### config.mk
export PLATFORM = sky130hd
export DESIGN_NAME = spi_master_four_mode_flat
export DESIGN_NICKNAME = d
export VERILOG_FILES = /design/src/hdl/smfm_pkg.sv /design/src/hdl/smfm_stream_if.sv /design/src/hdl/smfm_front.sv /design/src/hdl/smfm_queue.sv /design/src/hdl/smfm_engine.sv /design/src/hdl/spi_master_four_mode.sv /design/src/flat_wrapper.sv
export SDC_FILE = /design/constraint.sdc
export NUM_CORES = 1
export LEC_CHECK = 0
export BUFFER_PORTS_ARGS = -buffer_cell sky130_fd_sc_hd__buf_2
export CELL_PAD_IN_SITES_DETAIL_PLACEMENT = 1
export CELL_PAD_IN_SITES_GLOBAL_PLACEMENT = 2
export CORE_MARGIN = 2
export CORE_UTILIZATION = 36
export DETAILED_ROUTE_END_ITERATION = 8
export PLACE_DENSITY_LB_ADDON = 0.1
export SLEW_MARGIN = 10
export SYNTH_ARGS = -nofsm -noshare
export SYNTH_HDL_FRONTEND = slang
export SYNTH_SLANG_ARGS = --single-unit
### constraint.sdc
create_clock -name clk -period 2.75 [get_ports clk]
set_input_delay 0.1375 -clock clk [delete_from_list [all_inputs] [get_ports clk]]
set_output_delay 0.1375 -clock clk [all_outputs]
set_load 0.01 [all_outputs]
### src/hdl/smfm_pkg.sv
`timescale 1ns / 1ps
`default_nettype none

package smfm_pkg;

    localparam int CFG_DATA_W  = 16;
    localparam int CFG_INDEX_W = 2;
    localparam int QUEUE_DEPTH = 2;

    typedef logic [CFG_INDEX_W-1:0] cfg_index_t;
    typedef logic [CFG_DATA_W-1:0]  cfg_data_t;

    // Register indexes of the configuration port
    localparam cfg_index_t REG_SPI_MODE    = 2'd0;
    localparam cfg_index_t REG_HALF_PERIOD = 2'd1;
    localparam cfg_index_t REG_CS_GUARD    = 2'd2;

    localparam logic [1:0]  RST_SPI_MODE    = 2'd0;
    localparam cfg_data_t   RST_HALF_PERIOD = 16'd1000;
    localparam cfg_data_t   RST_CS_GUARD    = 16'd5000;

    typedef enum logic [1:0] {
        CMD_TICK     = 2'd0,
        CMD_START    = 2'd1,
        CMD_SELECT   = 2'd2,
        CMD_DESELECT = 2'd3
    } cmd_t;

    typedef enum logic [7:0] {
        ST_IDLE  = 8'b0000_0001,
        ST_P0_A  = 8'b0000_0010,
        ST_P0_B  = 8'b0000_0100,
        ST_P1_A  = 8'b0000_1000,
        ST_P1_B  = 8'b0001_0000,
        ST_G_SEL = 8'b0010_0000,
        ST_G_PRE = 8'b0100_0000,
        ST_G_PST = 8'b1000_0000
    } state_t;

    typedef struct packed {
        logic [1:0] mode;
        logic [7:0] tx_byte;
        logic       miso;
    } in_item_t;

    typedef struct packed {
        cmd_t       cmd;
        logic [7:0] tx_byte;
        logic       miso;
    } tick_item_t;

    typedef struct packed {
        logic       sck;
        logic       mosi;
        logic       cs_n;
        logic       busy_res;
        logic [7:0] rx_byte;
        logic       rx_valid;
    } out_item_t;

    typedef struct packed {
        logic       we;
        cfg_index_t index;
        cfg_data_t  wdata;
    } cfg_write_t;

endpackage

`default_nettype wire

### src/hdl/smfm_stream_if.sv
`timescale 1ns / 1ps
`default_nettype none

interface smfm_stream_if #(
    parameter type payload_t = logic
) ();
    logic     valid;
    logic     ready;
    payload_t data;

    modport source (output valid, output data, input ready);
    modport sink   (input valid, input data, output ready);
endinterface

`default_nettype wire

### src/hdl/smfm_front.sv
`timescale 1ns / 1ps
`default_nettype none

module smfm_front (
    input  wire logic                  clk,
    input  wire logic                  rst_n,
    input  wire logic                  in_valid,
    output logic                       in_ready,
    input  wire smfm_pkg::in_item_t    in_item,
    output logic                       push_valid,
    input  wire logic                  push_ready,
    output smfm_pkg::tick_item_t       push_item
);
    import smfm_pkg::*;

    logic       valid_reg;
    logic       valid_next;
    tick_item_t item_reg;
    tick_item_t item_next;
    cmd_t       cmd_dec;

    // decode the command field
    always_comb
    begin
        unique case (in_item.mode)
            2'd1:    cmd_dec = CMD_START;
            2'd2:    cmd_dec = CMD_SELECT;
            2'd3:    cmd_dec = CMD_DESELECT;
            default: cmd_dec = CMD_TICK;
        endcase
    end

    assign in_ready   = !valid_reg || push_ready;
    assign push_valid = valid_reg;
    assign push_item  = item_reg;

    always_comb
    begin
        valid_next = valid_reg;
        item_next  = item_reg;
        if (in_ready)
        begin
            valid_next = in_valid;
            if (in_valid)
            begin
                item_next.cmd     = cmd_dec;
                item_next.tx_byte = in_item.tx_byte;
                item_next.miso    = in_item.miso;
            end
        end
    end

    always_ff @(posedge clk or negedge rst_n)
    begin
        if (!rst_n)
        begin
            valid_reg <= 1'b0;
        end
        else
        begin
            valid_reg <= valid_next;
        end
    end

    always_ff @(posedge clk)
    begin
        item_reg <= item_next;
    end

endmodule

`default_nettype wire

### src/hdl/smfm_queue.sv
`timescale 1ns / 1ps
`default_nettype none

module smfm_queue (
    input  wire logic                  clk,
    input  wire logic                  rst_n,
    input  wire logic                  push_valid,
    output logic                       push_ready,
    input  wire smfm_pkg::tick_item_t  push_item,
    output logic                       pop_valid,
    input  wire logic                  pop,
    output smfm_pkg::tick_item_t       pop_item
);
    import smfm_pkg::*;

    localparam int PTR_W = (QUEUE_DEPTH > 1) ? $clog2(QUEUE_DEPTH) : 1;
    localparam int CNT_W = $clog2(QUEUE_DEPTH + 1);
    localparam logic [CNT_W-1:0] CNT_FULL = CNT_W'(QUEUE_DEPTH);
    localparam logic [PTR_W-1:0] PTR_LAST = PTR_W'(QUEUE_DEPTH - 1);

    tick_item_t       entry_reg [QUEUE_DEPTH];
    logic [PTR_W-1:0] wr_ptr_reg;
    logic [PTR_W-1:0] wr_ptr_next;
    logic [PTR_W-1:0] rd_ptr_reg;
    logic [PTR_W-1:0] rd_ptr_next;
    logic [CNT_W-1:0] count_reg;
    logic [CNT_W-1:0] count_next;
    logic             do_push;
    logic             do_pop;

    assign push_ready = (count_reg != CNT_FULL);
    assign pop_valid  = (count_reg != '0);
    assign pop_item   = entry_reg[rd_ptr_reg];
    assign do_push    = push_valid && push_ready;
    assign do_pop     = pop && pop_valid;

    always_comb
    begin
        wr_ptr_next = wr_ptr_reg;
        rd_ptr_next = rd_ptr_reg;
        count_next  = count_reg;
        if (do_push)
        begin
            wr_ptr_next = (wr_ptr_reg == PTR_LAST) ? '0 : wr_ptr_reg + PTR_W'(1);
        end
        if (do_pop)
        begin
            rd_ptr_next = (rd_ptr_reg == PTR_LAST) ? '0 : rd_ptr_reg + PTR_W'(1);
        end
        if (do_push && !do_pop)
        begin
            count_next = count_reg + CNT_W'(1);
        end
        else if (do_pop && !do_push)
        begin
            count_next = count_reg - CNT_W'(1);
        end
    end

    always_ff @(posedge clk or negedge rst_n)
    begin
        if (!rst_n)
        begin
            wr_ptr_reg <= '0;
            rd_ptr_reg <= '0;
            count_reg  <= '0;
        end
        else
        begin
            wr_ptr_reg <= wr_ptr_next;
            rd_ptr_reg <= rd_ptr_next;
            count_reg  <= count_next;
        end
    end

    always_ff @(posedge clk)
    begin
        if (do_push)
        begin
            entry_reg[wr_ptr_reg] <= push_item;
        end
    end

endmodule

`default_nettype wire

### src/hdl/smfm_engine.sv
`timescale 1ns / 1ps
`default_nettype none

module smfm_engine #(
    parameter int DIV_WIDTH = 16
) (
    input  wire logic                  clk,
    input  wire logic                  rst_n,
    input  wire smfm_pkg::cfg_write_t  cfg,
    input  wire logic                  q_valid,
    input  wire smfm_pkg::tick_item_t  q_item,
    output logic                       q_pop,
    output logic                       out_valid,
    input  wire logic                  out_ready,
    output smfm_pkg::out_item_t        out_item
);
    import smfm_pkg::*;

    localparam logic [32:0] CNT_MAX = (33'd1 << DIV_WIDTH) - 33'd1;

    // n - 1, clipped to what the interval counter holds
    function automatic logic [DIV_WIDTH-1:0] interval_load(input logic [15:0] n);
        logic [32:0] v;
        v = (n == 16'd0) ? 33'd0 : 33'(n - 16'd1);
        interval_load = (v > CNT_MAX) ? CNT_MAX[DIV_WIDTH-1:0] : v[DIV_WIDTH-1:0];
    endfunction

    logic [1:0]           mode_reg,      mode_next;
    logic [15:0]          half_reg,      half_next;
    logic [15:0]          guard_reg,     guard_next;
    state_t               state_reg,     state_next;
    logic [7:0]           tx_shift_reg,  tx_shift_next;
    logic [7:0]           rx_shift_reg,  rx_shift_next;
    logic [2:0]           bit_idx_reg,   bit_idx_next;
    logic [DIV_WIDTH-1:0] tick_reg,      tick_next;
    logic                 sck_reg,       sck_next;
    logic                 sel_reg,       sel_next;
    logic [7:0]           last_rx_reg,   last_rx_next;
    logic                 out_valid_reg, out_valid_next;
    out_item_t            out_item_reg,  out_item_next;
    logic                 rx_pulse;
    logic                 cpol;
    logic                 cpha;
    logic [15:0]          hp;

    assign cpol      = mode_reg[1];
    assign cpha      = mode_reg[0];
    assign hp        = (half_reg == 16'd0) ? 16'd1 : half_reg;
    assign q_pop     = q_valid && (!out_valid_reg || out_ready);
    assign out_valid = out_valid_reg;
    assign out_item  = out_item_reg;

    always_comb
    begin
        mode_next     = mode_reg;
        half_next     = half_reg;
        guard_next    = guard_reg;
        state_next    = state_reg;
        tx_shift_next = tx_shift_reg;
        rx_shift_next = rx_shift_reg;
        bit_idx_next  = bit_idx_reg;
        tick_next     = tick_reg;
        sck_next      = sck_reg;
        sel_next      = sel_reg;
        last_rx_next  = last_rx_reg;
        rx_pulse      = 1'b0;

        if (cfg.we)
        begin
            unique case (cfg.index)
                REG_SPI_MODE:
                begin
                    if (state_reg == ST_IDLE)
                    begin
                        mode_next = cfg.wdata[1:0];
                        sck_next  = cfg.wdata[1];
                    end
                end
                REG_HALF_PERIOD: half_next  = cfg.wdata;
                REG_CS_GUARD:    guard_next = cfg.wdata;
                default: ;
            endcase
        end

        if (q_pop)
        begin
            if (state_reg == ST_IDLE)
            begin
                unique case (q_item.cmd)
                    CMD_START:
                    begin
                        tx_shift_next = q_item.tx_byte;
                        rx_shift_next = 8'd0;
                        bit_idx_next  = 3'd7;
                        tick_next     = interval_load(hp);
                        sck_next      = cpha ? !cpol : cpol;
                        state_next    = cpha ? ST_P1_A : ST_P0_A;
                    end
                    CMD_SELECT:
                    begin
                        sel_next = 1'b0;
                        if (guard_reg != 16'd0)
                        begin
                            tick_next  = interval_load(guard_reg);
                            state_next = ST_G_SEL;
                        end
                    end
                    CMD_DESELECT:
                    begin
                        if (guard_reg == 16'd0)
                        begin
                            sel_next = 1'b1;
                        end
                        else
                        begin
                            tick_next  = interval_load(guard_reg);
                            state_next = ST_G_PRE;
                        end
                    end
                    default: ;
                endcase
            end
            else if (tick_reg != '0)
            begin
                tick_next = tick_reg - DIV_WIDTH'(1);
            end
            else
            begin
                unique case (state_reg)
                    ST_P0_A:
                    begin
                        sck_next      = !cpol;
                        rx_shift_next = {rx_shift_reg[6:0], q_item.miso};
                        tick_next     = interval_load(hp);
                        state_next    = ST_P0_B;
                    end
                    ST_P0_B:
                    begin
                        sck_next = cpol;
                        if (bit_idx_reg == 3'd0)
                        begin
                            last_rx_next = rx_shift_reg;
                            rx_pulse     = 1'b1;
                            state_next   = ST_IDLE;
                        end
                        else
                        begin
                            bit_idx_next = bit_idx_reg - 3'd1;
                            tick_next    = interval_load(hp);
                            state_next   = ST_P0_A;
                        end
                    end
                    ST_P1_A:
                    begin
                        sck_next      = cpol;
                        rx_shift_next = {rx_shift_reg[6:0], q_item.miso};
                        tick_next     = interval_load(hp);
                        state_next    = ST_P1_B;
                    end
                    ST_P1_B:
                    begin
                        if (bit_idx_reg == 3'd0)
                        begin
                            last_rx_next = rx_shift_reg;
                            rx_pulse     = 1'b1;
                            state_next   = ST_IDLE;
                        end
                        else
                        begin
                            bit_idx_next = bit_idx_reg - 3'd1;
                            sck_next     = !cpol;
                            tick_next    = interval_load(hp);
                            state_next   = ST_P1_A;
                        end
                    end
                    ST_G_PRE:
                    begin
                        sel_next   = 1'b1;
                        tick_next  = interval_load(guard_reg);
                        state_next = ST_G_PST;
                    end
                    default: state_next = ST_IDLE;
                endcase
            end
        end

        out_valid_next = out_valid_reg;
        out_item_next  = out_item_reg;
        if (q_pop)
        begin
            out_valid_next         = 1'b1;
            out_item_next.sck      = sck_next;
            out_item_next.mosi     = tx_shift_next[bit_idx_next];
            out_item_next.cs_n     = sel_next;
            out_item_next.busy_res = (state_next != ST_IDLE);
            out_item_next.rx_byte  = last_rx_next;
            out_item_next.rx_valid = rx_pulse;
        end
        else if (out_ready)
        begin
            out_valid_next = 1'b0;
        end
    end

    always_ff @(posedge clk or negedge rst_n)
    begin
        if (!rst_n)
        begin
            mode_reg      <= RST_SPI_MODE;
            half_reg      <= RST_HALF_PERIOD;
            guard_reg     <= RST_CS_GUARD;
            state_reg     <= ST_IDLE;
            tx_shift_reg  <= 8'd0;
            rx_shift_reg  <= 8'd0;
            bit_idx_reg   <= 3'd7;
            tick_reg      <= '0;
            sck_reg       <= RST_SPI_MODE[1];
            sel_reg       <= 1'b1;
            last_rx_reg   <= 8'd0;
            out_valid_reg <= 1'b0;
        end
        else
        begin
            mode_reg      <= mode_next;
            half_reg      <= half_next;
            guard_reg     <= guard_next;
            state_reg     <= state_next;
            tx_shift_reg  <= tx_shift_next;
            rx_shift_reg  <= rx_shift_next;
            bit_idx_reg   <= bit_idx_next;
            tick_reg      <= tick_next;
            sck_reg       <= sck_next;
            sel_reg       <= sel_next;
            last_rx_reg   <= last_rx_next;
            out_valid_reg <= out_valid_next;
        end
    end

    always_ff @(posedge clk)
    begin
        out_item_reg <= out_item_next;
    end

endmodule

`default_nettype wire

### src/hdl/spi_master_four_mode.sv
// SPI master for clock modes 0 to 3, driven one tick per input transaction.
// Every accepted input transaction is one clock tick of the serial engine and
// yields exactly one output transaction with the pin levels after that tick
// (sck, mosi, cs_n), a busy flag, the last received byte and a one-tick
// rx_valid pulse. The mode field of a tick starts a byte transfer (MSB first),
// selects the slave and waits the chip-select guard, or waits the guard,
// deselects and waits again; a command that arrives while busy is dropped.
// CPOL (spi_mode bit 1) sets the idle SCK level, CPHA (bit 0) picks whether
// MISO is sampled on the leading or trailing edge. half_period_ticks and
// cs_guard_ticks count ticks; a zero half period acts as one, and intervals
// longer than the DIV_WIDTH-bit tick counter saturate. Rate: one transaction
// per clock cycle sustained in both directions while the output is ready; an
// input reaches its output through the front classify register, two-entry
// tick queue and engine output register. The engine holds one register set
// and updates it once per popped tick, which sets the one-per-cycle figure.
// Configuration writes are registered; write them only with no
// transactions in flight. An spi_mode write is dropped while a transfer or
// guard is in progress and otherwise moves SCK to the new idle level at once.
`timescale 1ns / 1ps
`default_nettype none

module spi_master_four_mode #(
    parameter int DIV_WIDTH = 16
) (
    input  wire logic                  clk,
    input  wire logic                  rst_n,
    input  wire logic                  cfg_we,
    input  wire smfm_pkg::cfg_index_t  cfg_index,
    input  wire smfm_pkg::cfg_data_t   cfg_wdata,
    smfm_stream_if.sink                in_ch,
    smfm_stream_if.source              out_ch
);
    import smfm_pkg::*;

    cfg_write_t cfg;
    logic       push_valid;
    logic       push_ready;
    tick_item_t push_item;
    logic       q_valid;
    logic       q_pop;
    tick_item_t q_item;
    in_item_t   in_item;
    out_item_t  out_item;

    // bundle the configuration write for the engine
    assign cfg.we    = cfg_we;
    assign cfg.index = cfg_index;
    assign cfg.wdata = cfg_wdata;

    assign in_item.mode    = in_ch.data.mode;
    assign in_item.tx_byte = in_ch.data.tx_byte;
    assign in_item.miso    = in_ch.data.miso;

    // front: accept ticks and decode the command
    smfm_front u_front (
        .clk        (clk),
        .rst_n      (rst_n),
        .in_valid   (in_ch.valid),
        .in_ready   (in_ch.ready),
        .in_item    (in_item),
        .push_valid (push_valid),
        .push_ready (push_ready),
        .push_item  (push_item)
    );

    // short queue so either side can stall on its own
    smfm_queue u_queue (
        .clk        (clk),
        .rst_n      (rst_n),
        .push_valid (push_valid),
        .push_ready (push_ready),
        .push_item  (push_item),
        .pop_valid  (q_valid),
        .pop        (q_pop),
        .pop_item   (q_item)
    );

    // back: serial engine, configuration registers and output register
    smfm_engine #(
        .DIV_WIDTH (DIV_WIDTH)
    ) u_engine (
        .clk       (clk),
        .rst_n     (rst_n),
        .cfg       (cfg),
        .q_valid   (q_valid),
        .q_item    (q_item),
        .q_pop     (q_pop),
        .out_valid (out_ch.valid),
        .out_ready (out_ch.ready),
        .out_item  (out_item)
    );

    assign out_ch.data = out_item;

endmodule

`default_nettype wire

### src/flat_wrapper.sv
// flat-port wrapper written by rule: the top's interface ports become plain ports
module spi_master_four_mode_flat import smfm_pkg::*;
#(
    parameter int DIV_WIDTH = 16
)
  (clk, rst_n, cfg_we, cfg_index, cfg_wdata, in_ch_valid, in_ch_data, in_ch_ready, out_ch_valid, out_ch_data, out_ch_ready);
  smfm_stream_if #(.payload_t(in_item_t)) in_ch_i ();
  smfm_stream_if #(.payload_t(out_item_t)) out_ch_i ();
  input  wire logic clk;
  input  wire logic rst_n;
  input  wire logic cfg_we;
  input  wire smfm_pkg::cfg_index_t cfg_index;
  input  wire smfm_pkg::cfg_data_t cfg_wdata;
  input wire logic [$bits(in_ch_i.valid)-1:0] in_ch_valid;
  input wire logic [$bits(in_ch_i.data)-1:0] in_ch_data;
  output wire logic [$bits(in_ch_i.ready)-1:0] in_ch_ready;
  output wire logic [$bits(out_ch_i.valid)-1:0] out_ch_valid;
  output wire logic [$bits(out_ch_i.data)-1:0] out_ch_data;
  input wire logic [$bits(out_ch_i.ready)-1:0] out_ch_ready;
  assign in_ch_i.valid = in_ch_valid;
  assign in_ch_i.data = in_ch_data;
  assign in_ch_ready = in_ch_i.ready;
  assign out_ch_valid = out_ch_i.valid;
  assign out_ch_data = out_ch_i.data;
  assign out_ch_i.ready = out_ch_ready;
  spi_master_four_mode #(.DIV_WIDTH(DIV_WIDTH)) u_core (.clk(clk), .rst_n(rst_n), .cfg_we(cfg_we), .cfg_index(cfg_index), .cfg_wdata(cfg_wdata), .in_ch(in_ch_i), .out_ch(out_ch_i));
endmodule
==> impl_metrics.json, run 1 <==
{
  "cp.arrival_ns": 2.99,
  "routed_wirelength_um": 23000,
  "pre_cts_ws_ns": -0.168,
  "layout-area-overhead-vs-synth_pct": 35.3,
  "highest_attainable_clock_frequency_ghz": 0.356,
  "launch_point_of_the_critical_path": "u_core.u_engine.tick_reg[14]",
  "fin_area_mm2": 0.00994,
  "max-cap-violations": 0,
  "path_max_fanout": 5,
  "numPortBuffers": 48,
  "floorplan.die.width_um": 147,
  "nNetsFinal": 916,
  "detail-route-antenna-nets": 0,
  "ctsRootBufferMaster": "clkbuf_16",
  "grt_start_max_net_pins": 41,
  "share_clk_of_total_power_pct": 29.0,
  "startpoint_of_the_most_critical_register_to_register_path": "u_core.u_engine.tick_reg[14]",
  "end_kind": "flip-flop",
  "stdcell_count": 1154,
  "grt_first_pass_wirelength_um": 36900,
  "top_delay_family_on_crit_path": "simple AND/OR/NAND/NOR gates",
  "gpl.final_weighted_congestion": 0.872,
  "synthesis.area_per_instance_um2": 10.5,
  "chip_height_um": 147,
  "power_frac_seq_pct": 36.5,
  "p_per_area_mw_per_mm2": 820,
  "critical_path_buf_inv_count": 0,
  "commonest_cells_post_synth": "dfrtp_1, o21ai_0, nor2_1",
  "post_route_worst_hold_slack_ns": 0.0144,
  "routed_via_density": 5.36,
  "skew_ns": 0.0144,
  "synth_flop_cell": "dfrtp_1",
  "fin_crit_sh_pct": 102,
  "netlist.area_leader.share_pct": 26.2,
  "cp.required_ns": 2.93,
  "intPower_w": 0.00515,
  "clock_tree.buffer_depth": 2,
  "timing.critical_path.from_type": "flip-flop",
  "power.ir.vdd_worst_uv": 413,
  "p_leak_nw": 4.12,
  "n_antenna_cell": 0,
  "synth_top_cell_by_area": "dfrtp_1",
  "setup_viol": 2,
  "ys_top_cells_by_area": "dfrtp_1, edfxtp_1, mux2_2",
  "synthesis.area_mm2": 0.00734,
  "overflow": 0,
  "drt-wirelength-per-cell_um": 19.9,
  "outcome": "finished with violations",
  "report.power.total_w": 0.00815,
  "cts.htree.levels": 4,
  "timing.max_slew.rel_slack_pct": 35.9,
  "worst_setup_path_endpoint": "u_core.u_engine.out_item[11]",
  "timing.hold.worst.class": "input pin to flip-flop",
  "synth_edf_count": 46,
  "detailedRoute.firstIterationViolations": 285,
  "worst-r2r-cell-count": 7,
  "dpl-instance-area_mm2": 0.00869,
  "rr_endpoint": "u_core.u_engine.out_item[11]",
  "antenna_violations_before_repair": 0,
  "syn_inst": 696,
  "finalHoldViolCount": 0,
  "failing_checks": "setup timing",
  "setup_repair_after_global_routing_missed_its_margin": "true",
  "row_count": 52,
  "floorplan.initialDensity_pct": 36.5,
  "cp.depth": 7,
  "most_frequently_used_cell_type_in_the_post_synthesis_netlist": "dfrtp_1",
  "synthesis.nets": 741,
  "cts-buffers-inserted": 17,
  "asyncSetResetFlopFracSynth_pct": 66.9,
  "place.detailed.instances": 1088,
  "netlist-cell-type-count": 69,
  "timing.final.max_slew_violations": 0,
  "worst_skew_pair.late_latency_ns": 0.43,
  "floorplan.core_area_mm2": 0.0201,
  "grt_pass1_vias": 6544,
  "tightest_slew_ns": 0.958,
  "dp_hpwl_um": 17000,
  "synth-warning-count": 0,
  "io_pins": 49,
  "largest_register_ff_count": 22,
  "synth-seq-cells": 139,
  "tritoncts_num_sinks": 139,
  "worst_path_largest_cell_delay_ns": 0.58,
  "all_layer_global_routing_usage_pct": 22.2,
  "floorplan.die_area_mm2": 0.0216,
  "detail_route.drc_violations": 0,
  "criticalPathCategory": "flip-flop to flip-flop",
  "cts.reportedPaths.clkPinSlew_ns": 0.07,
  "post_route_cells_drive_above_1_share_pct": 36.7,
  "register_area_share_after_synthesis_pct": 50.8,
  "finalWorstPathRequiredPeriod_ns": 2.81,
  "power.net_switching_w": 0.00300,
  "ff2ff_setup_slack_ns": -0.06,
  "final_critical_path_setup_slack_ns": -0.0604,
  "timing.critical_path.slowest_stage_cell": "or4_4",
  "tritonroute_pass_1_iters": 4,
  "netSwitchingFraction_pct": 36.8,
  "power_frac_comb_pct": 34.5,
  "tritoncts": "done",
  "cells_along_the_critical_path": "or4_4 > or3_4 > or3_4 > o211ai_4 > mux2i_1 > mux2i_1 > mux2_4",
  "dr_vias": 6189
}
## layout make-up
type | instances | area, um2
Timing Repair Buffer | 189 | 1430
Inverter | 25 | 93.8
Clock buffer | 17 | 425
Tap cell | 270 | 338
Clock inverter | 15 | 189
Multi-Input combinational cell | 499 | 3740
Fill cell | 2148 | 10200
Sequential cell | 139 | 3730
## power by group through the flow
| stage | Combinational [W] | Clock, W | Sequential, W |
|---|---|---|---|
| floorplan | 0.00142 | 0 | 0.00299 |
| detailed placement | 0.00256 | 0 | 0.00300 |
| global route | 0.00310 | 0.00250 | 0.00303 |
| CTS | 0.00266 | 0.00242 | 0.00297 |
| finish | 0.00281 | 0.00236 | 0.00297 |
| global placement | 0.00249 | 0 | 0.00297 |
## metal layers
metal  up-vias  track usage (%)  wire, um  part of all wire [%]
met4         0             5.19       244                   1.1
met2       112             35.5     11000                    48
met5         -                0         0                     0
li1       2916                -         -                     -
met1      3143             31.7     10900                    48
met3        18             3.60       822                   3.6
## worst register-to-register path: stages, from the launching register on
cell and delay, ns:
dfrtp_1 0.38, or4_4 0.58, or3_4 0.35, or3_4 0.34, o211ai_4 0.28, mux2i_1 0.25
mux2i_1 0.10, mux2_4 0.28
## per-stage QoR
step | TNS [ns] | utilization (%)
2_1_floorplan | -0.0429 | -
3_3_place_gp | -0.0651 | 43.2
3_5_place_dp | -0.511 | 43.2
4_1_cts | -0.103 | 48.0
5_1_grt | -0.660 | 49.4
6_report | -0.0632 | 49.4
## cells in the final DEF, fill, tap and decap left out, drive strengths merged, types with 9 or more instances in the layout
cell and n:
buf 162, mux2i 22, edfxtp 46, o21ai 54, nor2 51, inv 32
o31ai 9, nor4 14, mux2 46, nand2 48, xnor2 16, or3 9
nor3 29, xor2 16, ha 11, clkbuf 17, nand3 22, dfstp 16
dlygate4sd3 27, a21oi 37, dfrtp 77
## cells by family after synthesis
logic type	after synthesis	share of synthesized area (%)
adders and majority gates	11	1.87
muxes	68	10.1
AOI/OAI and AO/OA	154	13.4
and+or+nand+nor	234	17.0
xor gates and xnor gates	32	3.82
buffers and inverters	58	3.10
DFF	139	50.8
## worst min-delay path by stage
stage	start	endpoint	slack [ns]	cells past startpoint
floorplan	rst_n	u_core.u_engine.guard_reg[0]	-0.16	0
global placement	rst_n	u_core.u_engine.tick_reg[3]	0.16	1
detailed placement	rst_n	u_core.u_engine.tick_reg[7]	0.17	1
CTS	out_ch_ready	u_core.u_engine.out_valid	0.003	3
global route	cfg_wdata[0]	u_core.u_engine.half_reg[0]	0.03	2
finish	out_ch_ready	u_core.u_engine.out_valid	0.01	3
## timing repair
| item | CTS | global route |
|---|---|---|
| pin swaps | 3 | 29 |
| endpoints found under the setup margin | 19 | 25 |
| gates resized for setup | 15 | 60 |
| setup buffers | 3 | 5 |
| endpoints found under the hold margin | 76 | 0 |
| hold buffers | 27 | 0 |
No activity file was read; power rests on OpenSTA's default activity.
==> run 2, diff against run 1 <==
--- a/config.mk
+++ b/config.mk
@@ -9,7 +9,7 @@
 export CELL_PAD_IN_SITES_DETAIL_PLACEMENT = 1
 export CELL_PAD_IN_SITES_GLOBAL_PLACEMENT = 2
 export CORE_MARGIN = 2
-export CORE_UTILIZATION = 36
+export CORE_UTILIZATION = 37
 export DETAILED_ROUTE_END_ITERATION = 8
 export PLACE_DENSITY_LB_ADDON = 0.1
 export SLEW_MARGIN = 10
==> constraint.sdc (replaced) <==
create_clock -name clk -period 3.51 [get_ports clk]
set_input_delay 0.1755 -clock clk [delete_from_list [all_inputs] [get_ports clk]]
set_output_delay 0.1755 -clock clk [all_outputs]
set_load 0.01 [all_outputs]
==> run 2 against run 1 <==
  * The run now ends clean
  * Routed wire length decreased by 6.8%
  * Register-to-register slack better by 0.25 ns
  * Global-route usage shrank 0.46 points
  * Worst setup slack better by 0.25 ns
  * Count of clock-buffer cells in the layout unchanged
  * Fmax shrank 15%
  * Cell count shrank 8.4%
  * Total power shrank 28%
  * Combinational power shrank 40%
  * Sequential share of layout area grew 4.7 points
  * Largest power group unchanged
==> impl_metrics.json, run 2 (synthesis results as in run 1) <==
{
  "outcome": "finished clean",
  "grt_pass1_vias": 5930,
  "power.ir.vdd_worst_uv": 357,
  "floorplan.die.width_um": 145,
  "path_max_fanout": 5,
  "floorplan.initialDensity_pct": 37.7,
  "dp_hpwl_um": 15500,
  "grt_first_pass_wirelength_um": 33900,
  "worst_skew_pair.late_latency_ns": 0.43,
  "tightest_slew_ns": 0.957,
  "most_frequent_cells_in_the_layout": "dfrtp_1, o21ai_0, nor2_1",
  "layout-area-overhead-vs-synth_pct": 20.4,
  "cts-buffers-inserted": 17,
  "cp.arrival_ns": 3.62,
  "numPortBuffers": 48,
  "post_route_cells_drive_above_1_share_pct": 23.2,
  "report.power.total_w": 0.00590,
  "timing.hold.worst.class": "input pin to flip-flop",
  "tritoncts": "done",
  "dr_vias": 5782,
  "clock_tree.buffer_depth": 2,
  "detail-route-antenna-nets": 0,
  "gpl.final_weighted_congestion": 0.867,
  "detail_route.drc_violations": 0,
  "routed_wirelength_um": 21400,
  "post-cts-setup-buffers": 0,
  "setup_repair_after_global_routing_missed_its_margin": "false",
  "grt_start_max_net_pins": 67,
  "chip_height_um": 145,
  "overflow": 0,
  "layout_commonest_cell": "dfrtp_1",
  "floorplan.core_area_mm2": 0.0195,
  "detailedRoute.firstIterationViolations": 353,
  "setup_viol": 0,
  "floorplan.die_area_mm2": 0.0210,
  "cts.hold.buffers_added": 25,
  "timing.final.max_slew_violations": 0,
  "tritonroute_pass_1_iters": 4,
  "criticalPathCategory": "flip-flop to flip-flop",
  "tritoncts_num_sinks": 139,
  "cts_repair_resize_count": 0,
  "end_kind": "flip-flop",
  "finalHoldViolCount": 0,
  "drt-wirelength-per-cell_um": 20.3,
  "ctsRootBufferMaster": "clkbuf_16",
  "timing.critical_path.from_type": "flip-flop",
  "cts.htree.levels": 4,
  "post_route_worst_hold_slack_ns": 0.0152,
  "p_per_area_mw_per_mm2": 668,
  "highest_attainable_clock_frequency_ghz": 0.301,
  "largest_register_ff_count": 22,
  "cp.required_ns": 3.81,
  "antenna_violations_before_repair": 0,
  "fin_crit_sh_pct": 94.6,
  "skew_ns": 0.0155,
  "all_layer_global_routing_usage_pct": 21.7,
  "fin_tns_setup_ns": 0,
  "timing.max_slew.rel_slack_pct": 36.2,
  "nNetsFinal": 824,
  "p_leak_nw": 3.57,
  "row_count": 51,
  "n_antenna_cell": 0,
  "cts.reportedPaths.clkPinSlew_ns": 0.07,
  "io_pins": 49,
  "routed_via_density": 5.47,
  "max-cap-violations": 0,
  "finalWorstPathRequiredPeriod_ns": 3.32
}
## run 2: stage by stage
step	utilization [%]	setup WS, ns	cells	cell area (um2)
floorplan	-	0.472	696	7340
global placement	41.0	0.372	1000	7980
detailed placement	41.0	0.344	1000	7980
CTS	45.4	0.262	1057	8840
global route	45.4	0.0865	1057	8840
finish	45.4	0.190	1057	8840
## run 2: final timing paths
path / startpoint / to / slack (ns) / depth (start not counted)
min in group asynchronous: rst_n / u_core.u_engine.tick_reg[7] / 0.40 / 2
setup reg to reg: u_core.u_engine.half_reg[9] / u_core.u_engine.tick_reg[8] / 0.19 / 11
hold reg to reg: u_core.u_front.push_item[5] / u_core.u_queue.entry_reg[1][5] / 0.45 / 0
max in group asynchronous: rst_n / u_core.u_engine.guard_reg[3] / 2.13 / 3
setup / recovery: u_core.u_engine.half_reg[9] / u_core.u_engine.tick_reg[8] / 0.19 / 11
hold / removal: cfg_wdata[8] / u_core.u_engine.guard_reg[8] / 0.02 / 2
## run 2: final cells by class
cell class	instances	area, um2
Timing Repair Buffer	97	686
Inverter	25	93.8
Sequential cell	139	3730
Multi-Input combinational cell	499	3390
Fill cell	2121	10600
Tap cell	265	332
Clock buffer	17	425
Clock inverter	15	189
## run 2: worst max-delay path, cell delays in order, from the launching register on
cell	delay [ns]
dfstp_2	0.39
or4_1	0.63
nor4_1	0.41
a21oi_1	0.16
ha_1	0.25
nand2b_1	0.20
nor3_1	0.16
xnor2_1	0.41
o21ai_0	0.12
a21boi_0	0.15
o2111ai_1	0.22
nand3_1	0.10
## run 2: report_power, final
part | leakage [nW] | switching, W | internal, W | total (W)
clock network | 0.299 | 0.000862 | 0.000971 | 0.00183
logic | 1.73 | 0.00100 | 0.000685 | 0.00169
registers | 1.54 | 0.000298 | 0.00209 | 0.00238
## run 2: routing by layer
layer	up-vias	part of all wire, %	track usage (%)	wire length, um
li1	2732	-	-	-
met1	2906	50	31.9	10700
met2	124	45	33.6	9730
met3	20	3.8	3.46	813
met4	0	0.93	5.21	199
met5	-	0	0	0
==> run 3, diff against run 2 <==
--- a/config.mk
+++ b/config.mk
@@ -11,6 +11,7 @@
 export CORE_MARGIN = 2
 export CORE_UTILIZATION = 37
 export DETAILED_ROUTE_END_ITERATION = 8
+export HOLD_SLACK_MARGIN = 0.06
 export PLACE_DENSITY_LB_ADDON = 0.1
 export SLEW_MARGIN = 10
 export SYNTH_ARGS = -nofsm -noshare
==> run 3 against run 2 <==
  * Count of clock-buffer cells in the layout unchanged
  * Flip-flop and latch count unchanged
  * First-iteration DRC count is 17% lower
  * Critical endpoint unchanged
  * Non-clock buffer count up 4
  * Clock skew fell by 0.0011 ns
  * Total power down 0.10%
  * Global-route usage about the same
  * Cell count grew 0.38%
  * Fmax is 0.30% lower
  * Largest cell class unchanged
  * Combinational power about the same
==> impl_metrics.json, run 3 (synthesis results as in run 1) <==
{
  "floorplan.initialDensity_pct": 37.7,
  "detail_route.drc_violations": 0,
  "timing.critical_path.from_type": "flip-flop",
  "chip_height_um": 145,
  "cts.reportedPaths.clkPinSlew_ns": 0.07,
  "layout_commonest_cell": "dfrtp_1",
  "fin_tns_setup_ns": 0,
  "floorplan.core_area_mm2": 0.0195,
  "antenna_violations_before_repair": 0,
  "busiest_layer": "met2",
  "grtUsageMet1_pct": 31.8,
  "skew_ns": 0.0144,
  "outcome": "finished clean",
  "layout-area-overhead-vs-synth_pct": 20.9,
  "post_route_worst_hold_slack_ns": 0.0836,
  "fin_crit_sh_pct": 94.9,
  "netSwitchingFraction_pct": 36.5,
  "worst_skew_pair.late_latency_ns": 0.43,
  "cts.htree.levels": 4,
  "global_route_met2_usage_pct": 33.7,
  "n_antenna_cell": 0,
  "share_clk_of_total_power_pct": 31.0,
  "final-seq-area_mm2": 0.00373,
  "power_frac_seq_pct": 40.4,
  "grt_start_max_net_pins": 67,
  "largest_register_ff_count": 22,
  "numPortBuffers": 48,
  "all_layer_global_routing_usage_pct": 21.7,
  "final_standard_cell_utilization_of_the_core_pct": 45.6,
  "tritonroute_pass_1_iters": 4,
  "post_route_cells_drive_above_1_share_pct": 23.1,
  "max-cap-violations": 0,
  "finalHoldViolCount": 0,
  "cp.required_ns": 3.81,
  "tritoncts_num_sinks": 139,
  "nNetsFinal": 828,
  "gpl.final_weighted_congestion": 0.867,
  "floorplan.die_area_mm2": 0.0210,
  "setup_repair_after_global_routing_missed_its_margin": "false",
  "cp.arrival_ns": 3.63,
  "p_leak_nw": 3.59,
  "detailedRoute.firstIterationViolations": 292,
  "most_frequent_cells_in_the_layout": "dfrtp_1, o21ai_0, nor2_1",
  "timing.hold.worst.class": "input pin to flip-flop",
  "overflow": 0,
  "tritoncts": "done",
  "routed_via_density": 5.42,
  "multiInputGateArea_mm2": 0.00339,
  "ctsRootBufferMaster": "clkbuf_16",
  "floorplan.die.width_um": 145,
  "detail-route-antenna-nets": 0,
  "cts-buffers-inserted": 17,
  "path_max_fanout": 5,
  "setup_viol": 0,
  "dr_vias": 5750,
  "intPower_w": 0.00375,
  "startpoint_of_the_most_critical_register_to_register_path": "u_core.u_engine.half_reg[9]",
  "grt_first_pass_wirelength_um": 34000,
  "pre_cts_ws_ns": 0.344,
  "p_per_area_mw_per_mm2": 664,
  "io_pins": 49,
  "timing.final.max_slew_violations": 0,
  "grt_use_met3_pct": 3.46,
  "post-cts-setup-buffers": 0,
  "min-delay-start": "cfg_wdata[1]",
  "highest_attainable_clock_frequency_ghz": 0.300,
  "fillerInstances": 2117,
  "launch_point_of_the_critical_path": "u_core.u_engine.half_reg[9]",
  "power.ir.vdd_worst_uv": 355,
  "clock_tree.buffer_depth": 2,
  "tightest_slew_ns": 0.950,
  "end_kind": "flip-flop",
  "routed_wirelength_um": 21400,
  "drt-wirelength-per-cell_um": 20.2,
  "timing.max_slew.rel_slack_pct": 36.7,
  "power_frac_comb_pct": 28.6,
  "finalWorstPathRequiredPeriod_ns": 3.33,
  "power.net_switching_w": 0.00215,
  "criticalPathCategory": "flip-flop to flip-flop",
  "row_count": 51,
  "stdcell_count": 1061,
  "dp_hpwl_um": 15500,
  "place.detailed.instances": 1000,
  "final_critical_path_setup_slack_ns": 0.180,
  "grt_pass1_vias": 5944
}
run 3: changes by cell type in the layout (fill, tap and decap cells not counted), sizes merged:
cell,delta
dlygate4sd3,+4
run 3: area by class of cell:
| class | instances | area share (%) |
|---|---|---|
| multi-input combinational | 499 | 38.1 |
| clock inverter | 15 | 2.13 |
| tap | 265 | 3.73 |
| clock buffer | 17 | 4.79 |
| sequential | 139 | 42.0 |
| timing repair buffer | 101 | 8.17 |
| inverter | 25 | 1.06 |
run 3: worst paths after layout:
check	to	slack (ns)	cells after the start
max reg2reg	u_core.u_engine.tick_reg[8]	0.18	11
min reg2reg	u_core.u_queue.entry_reg[1][5]	0.45	0
max in group asynchronous	u_core.u_engine.half_reg[3]	2.14	3
min in group asynchronous	u_core.u_engine.tick_reg[7]	0.40	2
min	u_core.u_engine.mode_reg[1]	0.08	2
max	u_core.u_engine.tick_reg[8]	0.18	11
run 3: layer usage:
layer	wire length [um]	share of wire [%]
met5	0	0
met4	149	0.69
met3	714	3.3
met2	9870	46
met1	10700	50
run 3: stage by stage:
step | total power (W) | cell area, um2
detailed placement | 0.00407 | 7980
floorplan | 0.00343 | 7340
global route | 0.00625 | 8880
global placement | 0.00401 | 7980
finish | 0.00590 | 8880
CTS | 0.00596 | 8880
run 3: timing repair:
item | CTS | global route
gates resized for setup | 0 | 0
hold buffers | 29 | 0
hold endpoints to repair | 104 | 0
run 3: power groups by stage:
stage,Combinational [W],Sequential (W),Clock (W)
floorplan,0.00109,0.00234,0
global placement,0.00162,0.00239,0
detailed placement,0.00166,0.00241,0
CTS,0.00170,0.00238,0.00188
global route,0.00188,0.00243,0.00194
finish,0.00169,0.00239,0.00183
run 3: worst max-delay path, stage by stage (launching register included):
cell       delay (ns)
dfstp_2          0.39
or4_1            0.63
nor4_1           0.40
a21oi_1          0.16
ha_1             0.24
nand2b_1         0.20
nor3_1           0.16
xnor2_1          0.42
o21ai_0          0.12
a21boi_0         0.16
o2111ai_1        0.21
nand3_1          0.10
